### src/rtl/core/cdrf_pkg.sv
// ----------------------------------------------------------------------------
// cdrf_pkg
// Shared types and constants of the cumulative density rank filter.
// ----------------------------------------------------------------------------
package cdrf_pkg;

  localparam int PROB_W     = 16;
  localparam int TGT_W      = 6;
  localparam int DENS_W     = 17;
  localparam int IN_DATA_W  = 24;   // prob + target_index, padded to bytes
  localparam int OUT_DATA_W = 8;    // pass, padded to a byte
  localparam int CFG_ADDR_W = 3;
  localparam int CFG_DATA_W = 32;

  localparam logic [DENS_W-1:0] DENS_RESET = 17'd65536;

  // Register index, taken from paddr[2] (registers are 4 bytes apart).
  localparam logic REG_MIN_DENSITY = 1'b0;

  typedef enum logic [2:0] {
    ST_LOAD,    // storing entries
    ST_RDT,     // read target entry
    ST_LDT,     // latch target probability
    ST_SCAN,    // walk the stored set
    ST_DRAIN,   // last accumulate
    ST_MUL,     // total * min_density
    ST_CMP,     // final compare
    ST_OUT      // hand result to output register
  } cdrf_state_t;

  typedef struct packed {
    logic load;      // store one entry
    logic load_last; // entry closes the set
    logic rd_tgt;    // address memory with the target index
    logic ld_tgt;    // capture target probability, restart scan
    logic scan;      // issue one scan read
    logic mul;       // register the product
    logic cmp;       // register the decision
    logic emit;      // result goes out, set is cleared
  } cdrf_cmd_t;

  typedef struct packed {
    logic scan_last; // current scan read is the last entry
  } cdrf_sts_t;

endpackage

### src/rtl/core/cdrf_ctrl.sv
// ----------------------------------------------------------------------------
// cdrf_ctrl
// Sequencer: loading, target fetch, scan and decision steps.
// ----------------------------------------------------------------------------
module cdrf_ctrl (
  input  logic              clk,
  input  logic              rst_n,
  input  logic              in_tvalid,
  input  logic              in_tlast,
  output logic              in_tready,
  input  logic              out_busy,
  input  cdrf_pkg::cdrf_sts_t sts,
  output cdrf_pkg::cdrf_cmd_t cmd
);
  import cdrf_pkg::*;

  cdrf_state_t state_r, state_nxt;

  always_ff @(posedge clk) begin
    if (!rst_n) begin
      state_r <= ST_LOAD;
    end else begin
      state_r <= state_nxt;
    end
  end

  always_comb begin
    state_nxt = state_r;
    cmd       = '0;
    in_tready = 1'b0;
    case (state_r)
      ST_LOAD: begin
        in_tready     = 1'b1;
        cmd.load      = in_tvalid;
        cmd.load_last = in_tvalid && in_tlast;
        if (in_tvalid && in_tlast) begin
          state_nxt = ST_RDT;
        end
      end
      ST_RDT: begin
        cmd.rd_tgt = 1'b1;
        state_nxt  = ST_LDT;
      end
      ST_LDT: begin
        cmd.ld_tgt = 1'b1;
        state_nxt  = ST_SCAN;
      end
      ST_SCAN: begin
        cmd.scan = 1'b1;
        if (sts.scan_last) begin
          state_nxt = ST_DRAIN;
        end
      end
      ST_DRAIN: begin
        state_nxt = ST_MUL;
      end
      ST_MUL: begin
        cmd.mul   = 1'b1;
        state_nxt = ST_CMP;
      end
      ST_CMP: begin
        cmd.cmp   = 1'b1;
        state_nxt = ST_OUT;
      end
      ST_OUT: begin
        if (!out_busy) begin
          cmd.emit  = 1'b1;
          state_nxt = ST_LOAD;
        end
      end
      default: begin
        state_nxt = ST_LOAD;
      end
    endcase
  end

endmodule

### src/rtl/core/cdrf_dp.sv
// ----------------------------------------------------------------------------
// cdrf_dp
// Datapath: probability store, running total, rank scan and threshold test.
// ----------------------------------------------------------------------------
module cdrf_dp #(
  parameter int MAX_ENTRIES = 64
) (
  input  logic                          clk,
  input  logic                          rst_n,
  input  cdrf_pkg::cdrf_cmd_t           cmd,
  output cdrf_pkg::cdrf_sts_t           sts,
  input  logic [cdrf_pkg::PROB_W-1:0]   prob,
  input  logic [cdrf_pkg::TGT_W-1:0]    target_index,
  input  logic [cdrf_pkg::DENS_W-1:0]   min_density,
  output logic                          pass
);
  import cdrf_pkg::*;

  localparam int IDX_W  = (MAX_ENTRIES > 1) ? $clog2(MAX_ENTRIES) : 1;
  localparam int CNT_W  = $clog2(MAX_ENTRIES + 1);
  localparam int SUM_W  = PROB_W + $clog2(MAX_ENTRIES);
  localparam int CMPW   = (CNT_W > TGT_W) ? CNT_W : TGT_W;
  localparam int PROD_W = SUM_W + DENS_W;

  logic [PROB_W-1:0] mem [MAX_ENTRIES];

  logic [CNT_W-1:0]  count_r, count_nxt;
  logic [SUM_W-1:0]  total_r, total_nxt;
  logic [TGT_W-1:0]  target_r;
  logic [PROB_W-1:0] rd_data_r;
  logic [PROB_W-1:0] tp_r;
  logic [IDX_W-1:0]  scan_idx_r;
  logic [IDX_W-1:0]  acc_idx_r;
  logic              acc_vld_r;
  logic [SUM_W-1:0]  ahead_r, ahead_nxt;
  logic [PROD_W-1:0] prod_r;
  logic              pass_r;

  logic [IDX_W-1:0]  rd_addr;
  logic              store_en;
  logic              acc_hit;
  logic              tgt_ok;
  logic [PROD_W-1:0] lhs;

  assign store_en = cmd.load && (count_r < CNT_W'(MAX_ENTRIES));
  assign rd_addr  = cmd.rd_tgt ? IDX_W'(target_r) : scan_idx_r;

  // memory: one write port (load), one registered read port (target / scan)
  always_ff @(posedge clk) begin
    if (store_en) begin
      mem[count_r[IDX_W-1:0]] <= prob;
    end
    rd_data_r <= mem[rd_addr];
  end

  always_comb begin
    count_nxt = count_r;
    total_nxt = total_r;
    if (cmd.emit) begin
      count_nxt = '0;
      total_nxt = '0;
    end else if (store_en) begin
      count_nxt = count_r + CNT_W'(1);
      total_nxt = total_r + SUM_W'(prob);
    end
  end

  always_ff @(posedge clk) begin
    if (!rst_n) begin
      count_r <= '0;
      total_r <= '0;
    end else begin
      count_r <= count_nxt;
      total_r <= total_nxt;
    end
  end

  always_ff @(posedge clk) begin
    if (cmd.load_last) begin
      target_r <= target_index;
    end
  end

  // rank scan: entry ahead if larger, or equal with a higher index
  assign acc_hit = acc_vld_r &&
                   ((rd_data_r > tp_r) ||
                    ((rd_data_r == tp_r) && (CMPW'(acc_idx_r) > CMPW'(target_r))));

  always_comb begin
    ahead_nxt = ahead_r;
    if (cmd.ld_tgt) begin
      ahead_nxt = '0;
    end else if (acc_hit) begin
      ahead_nxt = ahead_r + SUM_W'(rd_data_r);
    end
  end

  assign sts.scan_last = (CNT_W'(scan_idx_r) + CNT_W'(1)) == count_r;

  always_ff @(posedge clk) begin
    if (!rst_n) begin
      acc_vld_r <= 1'b0;
    end else begin
      acc_vld_r <= cmd.scan;
    end
  end

  always_ff @(posedge clk) begin
    ahead_r   <= ahead_nxt;
    acc_idx_r <= scan_idx_r;
    if (cmd.ld_tgt) begin
      tp_r       <= rd_data_r;
      scan_idx_r <= '0;
    end else if (cmd.scan) begin
      scan_idx_r <= scan_idx_r + IDX_W'(1);
    end
  end

  // threshold: target in set and nonzero, and ahead * 2^16 <= total * min_density
  assign tgt_ok = CMPW'(target_r) < CMPW'(count_r);
  assign lhs    = PROD_W'({ahead_r, 16'h0000});

  always_ff @(posedge clk) begin
    if (cmd.mul) begin
      prod_r <= PROD_W'(total_r) * PROD_W'(min_density);
    end
    if (cmd.cmp) begin
      pass_r <= tgt_ok && (tp_r != '0) && (lhs <= prod_r);
    end
  end

  assign pass = pass_r;

endmodule

### src/rtl/core/cumulative_density_rank_filter.sv
// ----------------------------------------------------------------------------
// cumulative_density_rank_filter
// Top-p style rank filter: loads a probability set and tests one entry.
// ----------------------------------------------------------------------------
// Entries stream in one per cycle on the in_ channel; tlast closes the set
// and the target index of that closing transaction is the one tested. After
// the closing transaction the input stalls while the block reads the target
// entry and then walks the stored set once through the single read port of
// the probability memory, one entry per cycle, and then takes the decision;
// it stays stalled until the result passes to the output register, which
// waits for any previous result to be taken on out_tready. The next set
// loads while a result still waits on out_tready; its own result then waits
// for that one to be taken.
// The result is one transaction per set with pass in out_tdata[0].
// Entries beyond MAX_ENTRIES are dropped, but a dropped tlast still closes
// the set. min_density (Q16, reset 1.0) sits at byte address 0 of the APB
// port and must only be written while the block is idle. The memory needs
// no clearing pass: only entries of the current set are read.
module cumulative_density_rank_filter #(
  parameter int MAX_ENTRIES = 64
) (
  input  logic                              clk,
  input  logic                              rst_n,
  // in_tdata: [15:0] prob, [21:16] target_index, [23:22] zero
  input  logic                              in_tvalid,
  output logic                              in_tready,
  input  logic [cdrf_pkg::IN_DATA_W-1:0]    in_tdata,
  input  logic                              in_tlast,
  // out_tdata: [0] pass, [7:1] zero
  output logic                              out_tvalid,
  input  logic                              out_tready,
  output logic [cdrf_pkg::OUT_DATA_W-1:0]   out_tdata,
  input  logic                              cfg_psel,
  input  logic                              cfg_penable,
  input  logic                              cfg_pwrite,
  input  logic [cdrf_pkg::CFG_ADDR_W-1:0]   cfg_paddr,
  input  logic [cdrf_pkg::CFG_DATA_W-1:0]   cfg_pwdata,
  output logic [cdrf_pkg::CFG_DATA_W-1:0]   cfg_prdata,
  output logic                              cfg_pready
);
  import cdrf_pkg::*;

  cdrf_cmd_t         cmd;
  cdrf_sts_t         sts;
  logic              pass;
  logic              out_busy;
  logic [DENS_W-1:0] min_density_r;
  logic              out_valid_r, out_valid_nxt;
  logic              out_pass_r;
  logic              cfg_wr;

  // ---- configuration register ----
  assign cfg_pready = 1'b1;
  assign cfg_wr     = cfg_psel && cfg_penable && cfg_pwrite && cfg_pready &&
                      (cfg_paddr[2] == REG_MIN_DENSITY);

  always_ff @(posedge clk) begin
    if (!rst_n) begin
      min_density_r <= DENS_RESET;
    end else if (cfg_wr) begin
      min_density_r <= cfg_pwdata[DENS_W-1:0];
    end
  end

  assign cfg_prdata = (cfg_paddr[2] == REG_MIN_DENSITY) ?
                      CFG_DATA_W'(min_density_r) : '0;

  // ---- output register: holds the result until the transaction completes ----
  assign out_busy = out_valid_r && !out_tready;

  always_comb begin
    out_valid_nxt = out_valid_r;
    if (cmd.emit) begin
      out_valid_nxt = 1'b1;
    end else if (out_tready) begin
      out_valid_nxt = 1'b0;
    end
  end

  always_ff @(posedge clk) begin
    if (!rst_n) begin
      out_valid_r <= 1'b0;
    end else begin
      out_valid_r <= out_valid_nxt;
    end
  end

  always_ff @(posedge clk) begin
    if (cmd.emit) begin
      out_pass_r <= pass;
    end
  end

  assign out_tvalid = out_valid_r;
  assign out_tdata  = OUT_DATA_W'(out_pass_r);

  cdrf_ctrl u_ctrl (
    .clk       (clk),
    .rst_n     (rst_n),
    .in_tvalid (in_tvalid),
    .in_tlast  (in_tlast),
    .in_tready (in_tready),
    .out_busy  (out_busy),
    .sts       (sts),
    .cmd       (cmd)
  );

  cdrf_dp #(
    .MAX_ENTRIES (MAX_ENTRIES)
  ) u_dp (
    .clk          (clk),
    .rst_n        (rst_n),
    .cmd          (cmd),
    .sts          (sts),
    .prob         (in_tdata[PROB_W-1:0]),
    .target_index (in_tdata[PROB_W+TGT_W-1:PROB_W]),
    .min_density  (min_density_r),
    .pass         (pass)
  );

endmodule

### config.mk
export PLATFORM = sky130hd
export DESIGN_NAME = cumulative_density_rank_filter
export DESIGN_NICKNAME = d
export VERILOG_FILES = /design/src/rtl/core/cdrf_pkg.sv /design/src/rtl/core/cdrf_ctrl.sv /design/src/rtl/core/cdrf_dp.sv /design/src/rtl/core/cumulative_density_rank_filter.sv
export SDC_FILE = /design/constraint.sdc
export NUM_CORES = 2
export LEC_CHECK = 0
export BUFFER_PORTS_ARGS = -buffer_cell sky130_fd_sc_hd__buf_2
export CAP_MARGIN = 15
export CORE_UTILIZATION = 40
export CTS_BUF_LIST = sky130_fd_sc_hd__clkbuf_4 sky130_fd_sc_hd__clkbuf_8
export DETAILED_ROUTE_END_ITERATION = 8
export HOLD_SLACK_MARGIN = 0.06
export PLACE_DENSITY_LB_ADDON = 0.05
export SETUP_SLACK_MARGIN = 0.15
export SLEW_MARGIN = 30
export SYNTH_ARGS = -nofsm -noshare
export SYNTH_HDL_FRONTEND = slang
export SYNTH_SLANG_ARGS = --single-unit
### constraint.sdc
create_clock -name clk -period 11.5 [get_ports clk]
set_input_delay 0.575 -clock clk [delete_from_list [all_inputs] [get_ports clk]]
set_output_delay 0.575 -clock clk [all_outputs]
set_load 0.1 [all_outputs]
* After elaboration in Yosys (flattened, before gate mapping)
Memories as Yosys holds them, arrays and structs flattened. A register that Yosys moved wholly into a read port is not among the register bits.
Index checks and enable logic that the tools add are counted.
** Word-level totals
- Logic and storage cells :: 76
- Memories :: 1
- Output and inout bits :: 43
- RAM bits :: 1024
- Register bits after elaboration :: 148
** Memory list
- u_dp.mem :: depth 64, bits a word 16, rd ports 1, clocked after Yosys merged registers in 1, write ports 1, line cdrf_dp.sv:25 : logic [PROB_W-1:0] mem [MAX_ENTRIES];
** Cells by class
- Mux-type cells :: 19
- Reduce and logical (&&, ||, !) cells :: 17
- $add $sub $neg :: 5
- Bitwise logic cells :: 2
- Magnitude comparators :: 5
- $mul :: 1
- Equality and inequality tests :: 12
** Operators with widths (number)
- $add A22 B16 Y22 :: 2
- $le A38 B39 Y1 :: 1
- $mul A22 B17 Y39 :: 1
- $pmux W3 S8 :: 1
- $mux W17 :: 1
- $eq A16 B16 Y1 :: 1
- $gt A16 B16 Y1 :: 1
- $reduce_bool A16 Y1 :: 1
- $eq A3 B3 Y1 const B :: 4
- $mux W1 :: 12
- $logic_and A1 B1 Y1 :: 10
- $mux W3 :: 3
- $add A6 B1 Y7 const B :: 1
- $add A7 B1 Y7 const B :: 1
- $eq A7 B7 Y1 :: 1
- $lt A6 B7 Y1 :: 1
- $lt A7 B7 Y1 const B :: 1
- $add A6 B1 Y6 const B :: 1
- $eq A3 B2 Y1 const B :: 2
- $gt A6 B6 Y1 :: 1
- $mux W6 :: 1
- $ne A2 B2 Y1 const B :: 2
- $eq A3 B1 Y1 const B :: 1
- $logic_not A3 Y1 :: 1
- 8 further kinds :: 9

* Logic depth before layout (Yosys ltp)
- Word-level depth :: 5
- Depth in mapped cells :: 25
- Gate-level depth less buffers :: 23

* Modules after synthesis
From an unflattened synthesis, not the netlist that was laid out.
** Unflattened totals
- Cell total of the unflattened synthesis :: 6364
- Area, all modules :: 68499.4 um2
** Modules (own cells, without submodules)
- cdrf_dp :: sequential area each 34212.8 um2, cells an instance 6216, times used 1, area each 67230.7 um2
- cumulative_density_rank_filter :: sequential area each 390.4 um2, cells an instance 123, times used 1, area each 1079.8 um2
- cdrf_ctrl :: sequential area each 60.1 um2, cells an instance 25, times used 1, area each 188.9 um2

* Least setup slack after synthesis
No wires, ideal clock.
- Path type :: flip-flop to flip-flop
- Start :: register u_dp.total_r[14]
- End :: register u_dp.prod_r[36] (data pin)
- Buffers on the path :: 2
- Cell stages (with the launch flop) :: 25
- Setup slack :: 5.032 ns
- Data arrival time :: 6.208 ns
- Path through :: dfxtp_1 > clkbuf_1 > clkbuf_1 > nand2_1 > fa_1 > inv_1 > fa_1 > inv_1 > fa_1 > inv_1 > fa_1 > fa_1 > inv_1 > fa_1 > inv_1 > ha_1 > a21o_1 > a21o_1 > a2111oi_4 > o31a_1 > o21a_1 > o21bai_1 > a221o_1 > a221oi_2 > xnor2_1
** Between the ends
- Word-level cells in the longest chain between the ends :: 1
** RTL lines
- start: declaration :: line cdrf_dp.sv:28 : logic [SUM_W-1:0] total_r, total_nxt;
- start signal: assignment :: line cdrf_dp.sv:74 : total_r <= total_nxt;
- $mul A22 B17 Y39 :: line cdrf_dp.sv:125 : prod_r <= PROD_W'(total_r) * PROD_W'(min_density);
- end signal: assignment :: line cdrf_dp.sv:125
- end: declaration :: line cdrf_dp.sv:36 : logic [PROD_W-1:0] prod_r;
Every way passes these cells.
A chain may end at the register's enable or synchronous reset.

* Worst setup path after layout
- Start :: register min_density_r[8]
- End :: register u_dp.prod_r[36] (data pin)
** Between the ends
- Word-level cells in the longest chain between the ends :: 1
** RTL lines
- start: declaration :: line cumulative_density_rank_filter.sv:47 : logic [DENS_W-1:0] min_density_r;
- start signal: assignment :: line cumulative_density_rank_filter.sv:61 : min_density_r <= cfg_pwdata[DENS_W-1:0];
- $mul A22 B17 Y39 :: line cdrf_dp.sv:125
Every way passes these cells.

==> parameters.txt <==
Parameter                              Value

Finish
  Most common cell after layout, fill and taps aside    sky130_fd_sc_hd__edfxtp_1
  Top library cells by usage in the layout, fill and taps aside    1,087 x sky130_fd_sc_hd__edfxtp_1, 444 x sky130_fd_sc_hd__inv_1, 355 x sky130_fd_sc_hd__nand2_1, 301 x sky130_fd_sc_hd__fa_1, 256 x sky130_fd_sc_hd__mux4_2
  Final Cell Area    0.0677 mm²
  Number of nets at the end of the flow    4,894
  Fraction of final layout cells with drive strength greater than 1    0.184
  Synthesis-to-layout area growth    12.5%

Synthesis
  Yosys synthesis warning count    0
  Fraction of registers with async set or reset after synthesis    0
  Share of the yosys chip area belonging to registers    0.577
  Count of flip-flops with a built-in enable after synthesis    1,087
  Cell count after synthesis    4,071
  Main synth FF type    sky130_fd_sc_hd__edfxtp_1
  Total of flip-flops plus latches after synthesis    1,188
  Number of distinct standard cells referenced by the synthesized netlist    69
  Area of the mapped netlist    0.0601 mm²
  Avg Cell Area, Syn    14.8 µm²

Power and ir drop
  Net Sw Frac    0.350
  Leak    0.0254 µW
  Overall power consumption    13,400 µW
  Sequential cell fraction of total power    0.375
  Gate power share    0.337
  Clock share of power    0.288
  Internal power component    8710 µW
  Ratio of total power to cell area    198 mW/mm²
  VDD IR-drop max    319 µV
  Reported net switching power    4690 µW

Clock tree
  Register clock-pin slew on the reported worst setup and hold paths    0.06 ns
  Maximum level of the CTS H-tree    4
  Cell at the root of the clock tree    sky130_fd_sc_hd__clkbuf_8
  TritonCTS sink count    1,188
  Max Root-Sink Buffers    3
  Clock buffers created by TritonCTS    202
  Buffers inserted by post-CTS timing repair    0
  Clock network latency to the later pin of the worst-skew pair    0.94 ns
  Clock tree from TritonCTS    done

STA
  Slew headroom    0.381
  Worst Hold Slack    0.178 ns
  Post-route setup slack    4.50 ns
  Maximum frequency from static timing analysis    143 MHz
  Part of the cycle the worst path needs    0.609
  Clock tree skew after final layout    0.0611 ns
  Total count of max-transition violations in the final report    0
  Final period demand of the worst path    7.00 ns
  Number of failing hold endpoints at the final stage    0
  Setup repair after global routing missed its margin    no
  Setup tns final    0 ns
  Setup-failing EPs final    0
  Slew at the pin closest to its max-slew limit    0.910 ns

Worst setup path
  Endpoint class of the critical path    flop
  Largest fanout of any net on the critical path    15
  Arr. time, crit path    7.67 ns
  Worst Path Class, Setup    reg2reg
  Worst Path Required    12.17 ns
  Register-to-Register Setup Slack    4.50 ns
  Sort of element at the start of the critical path    flop

Run
  Number of max-cap violations    0

Routing
  Total number of vias    34,000
  DRC violations left    0
  Number of routed nets with antenna violations    0
  Total wire length    163 mm
  Starting DRT DRC Count    2,113
  Via density per instance    5.23
  Average wire length per cell after detail routing    25.0 µm
  Count of TritonRoute iterations in the first routing pass    5

Global route
  Global-route wire length before repair    240 mm
  GRT Residual Overflow    0
  Total GRT Usage    0.218
  Number of global-route vias before repair    35,200
  Largest net degree at the start of global routing    129
  Initial antenna violation count    11

Floorplanning
  Top-level I/O count    110
  Row Count    141
  Die outline height    390 µm
  Core area    0.148 mm²
  Initial core utilization    0.405
  Floorplan die width    390 µm
  DIE AREA    0.152 mm²

Place
  Detailed Place HPWL    105 mm
  Weighted congestion at the end of routability-driven global placement    0.819
  Worst setup slack after placement    4.40 ns
  Area post-placement    0.0632 mm²
  PortBufs    67

Outcome
  Run status    complete, no violations

Hold path
  Hold Crit Class    in2reg
-- synthesized netlist by cell type (3+ instances only) --
cell,n,area share
sky130_fd_sc_hd__a41oi_1,3,0.00044
sky130_fd_sc_hd__o21a_1,10,0.0012
sky130_fd_sc_hd__o31ai_1,9,0.0011
sky130_fd_sc_hd__mux4_2,256,0.096
sky130_fd_sc_hd__nor3_1,8,0.00067
sky130_fd_sc_hd__inv_1,444,0.028
sky130_fd_sc_hd__edfxtp_1,1087,0.54
sky130_fd_sc_hd__nor4_1,11,0.0011
sky130_fd_sc_hd__nand4_1,23,0.0024
sky130_fd_sc_hd__a21oi_1,173,0.014
sky130_fd_sc_hd__dfxtp_1,101,0.034
sky130_fd_sc_hd__o21bai_1,8,0.0010
sky130_fd_sc_hd__ha_1,200,0.042
sky130_fd_sc_hd__o22ai_1,3,0.00031
sky130_fd_sc_hd__fa_1,301,0.10
sky130_fd_sc_hd__a21boi_0,3,0.00037
sky130_fd_sc_hd__o21ai_1,5,0.00042
sky130_fd_sc_hd__xnor2_1,54,0.0079
sky130_fd_sc_hd__a21o_1,38,0.0047
sky130_fd_sc_hd__mux2i_1,76,0.013
sky130_fd_sc_hd__nand2b_1,12,0.0012
sky130_fd_sc_hd__and3_1,6,0.00062
sky130_fd_sc_hd__a22oi_1,32,0.0040
sky130_fd_sc_hd__clkbuf_1,144,0.0090
sky130_fd_sc_hd__a31oi_1,7,0.00073
sky130_fd_sc_hd__buf_4,48,0.0060
sky130_fd_sc_hd__nand2_1,355,0.022
sky130_fd_sc_hd__nand3_1,39,0.0032
sky130_fd_sc_hd__xor2_1,20,0.0029
sky130_fd_sc_hd__o21ai_0,44,0.0037
sky130_fd_sc_hd__or3_1,15,0.0016
sky130_fd_sc_hd__a211oi_1,73,0.0091
sky130_fd_sc_hd__buf_6,8,0.0015
sky130_fd_sc_hd__nor2_1,139,0.0087
sky130_fd_sc_hd__nand3b_1,4,0.00050
sky130_fd_sc_hd__a2111oi_0,3,0.00044
sky130_fd_sc_hd__nor2b_1,97,0.010
sky130_fd_sc_hd__buf_2,16,0.0013
sky130_fd_sc_hd__o211ai_1,5,0.00062
sky130_fd_sc_hd__or4_1,5,0.00062
sky130_fd_sc_hd__and2_1,146,0.015
-- flip-flops by register name (all words and copies together), names as in the netlist --
register,count
out_tvalid,1
u_dp.acc_vld_r,1
u_dp.ahead_r,22
u_dp.tp_r,16
u_dp.target_r,6
u_ctrl.state_r,3
u_dp.total_r,22
u_dp.mem,1024
out_pass_r,1
u_dp.rd_data_r,16
min_density_r,17
u_dp.prod_r,39
u_dp.acc_idx_r,6
u_dp.count_r,7
u_dp.pass,1
u_dp.scan_idx_r,6
-- layout make-up --
| cell class | count | area (µm²) |
|---|---|---|
| multi-input cells | 2240 | 22900 |
| inverters | 446 | 1670 |
| diodes | 5 | 12.5 |
| clock buffers | 277 | 3390 |
| well taps | 2002 | 2500 |
| flip-flops and latches | 1188 | 34700 |
| repair buffers | 248 | 1840 |
| fillers | 13300 | 80700 |
| clock inverters | 98 | 689 |
-- cells by family after synthesis --
| group | after synthesis | synth area share |
|---|---|---|
| compound gates | 437 | 0.0463 |
| xor+xnor | 74 | 0.0108 |
| fa+ha+maj | 501 | 0.142 |
| buf+inv | 664 | 0.0458 |
| flops | 1188 | 0.577 |
| mux | 332 | 0.109 |
| other cells | 2 | 0.000125 |
| simple gates | 873 | 0.0699 |
-- metal layers --
layer	global-route usage	routed length [µm]	up-vias
met5	0	0	-
met4	0.0606	3980	0
met3	0.0392	8340	239
met2	0.334	73700	822
met1	0.319	76700	17700
li1	-	-	15200
-- power by group through the flow --
| stage | Sequential (µW) | Combinational [µW] | Clock (µW) |
|---|---|---|---|
| 2_1_floorplan | 5040 | 3000 | 0 |
| 3_3_place_gp | 5110 | 4550 | 0 |
| 3_5_place_dp | 5110 | 4540 | 0 |
| 4_1_cts | 5030 | 4560 | 3970 |
| 5_1_grt | 5040 | 4860 | 4160 |
| 6_report | 5020 | 4520 | 3860 |
-- what timing repair did --
item                                   CTS  global route
endpoints found under the hold margin   33             0
gates resized for setup                  0             0
hold buffers                            30             0
-- per-stage QoR --
step           instances   util
4_1_cts             6498  0.456
5_1_grt             6501  0.456
2_1_floorplan       4092      -
6_report            6504  0.456
3_5_place_dp        6093  0.426
3_3_place_gp        6092  0.426
-- final timing paths --
kind                                                     from                            to  cells after the start
worst max register to register  min_density_r[8]$_SDFFE_PN0P_     u_dp.prod_r[36]$_DFFE_PP_                     21
worst min-delay path                              in_tdata[0]  u_dp.total_r[0]$_SDFFE_PP0P_                      4
worst min register to register            u_dp.pass$_DFFE_PP_          out_pass_r$_DFFE_PP_                      0
worst max-delay path            min_density_r[8]$_SDFFE_PN0P_     u_dp.prod_r[36]$_DFFE_PP_                     21
-- worst max-delay path: stages, from the launching register on --
cell and delay (ns):
sky130_fd_sc_hd__dfxtp_1 0.63, sky130_fd_sc_hd__buf_4 0.37, sky130_fd_sc_hd__nand2_1 0.12, sky130_fd_sc_hd__fa_1 0.54, sky130_fd_sc_hd__inv_1 0.05, sky130_fd_sc_hd__fa_1 0.48
sky130_fd_sc_hd__fa_1 0.58, sky130_fd_sc_hd__fa_1 0.45, sky130_fd_sc_hd__fa_1 0.51, sky130_fd_sc_hd__inv_1 0.05, sky130_fd_sc_hd__fa_1 0.47, sky130_fd_sc_hd__inv_1 0.04
sky130_fd_sc_hd__ha_1 0.33, sky130_fd_sc_hd__a21o_1 0.20, sky130_fd_sc_hd__a21o_1 0.21, sky130_fd_sc_hd__a2111oi_4 0.39, sky130_fd_sc_hd__o31a_1 0.19, sky130_fd_sc_hd__o21a_1 0.23
sky130_fd_sc_hd__o21bai_1 0.14, sky130_fd_sc_hd__a221o_1 0.37, sky130_fd_sc_hd__a221oi_2 0.27, sky130_fd_sc_hd__xnor2_1 0.10
Power figures use the tool's default switching activity.
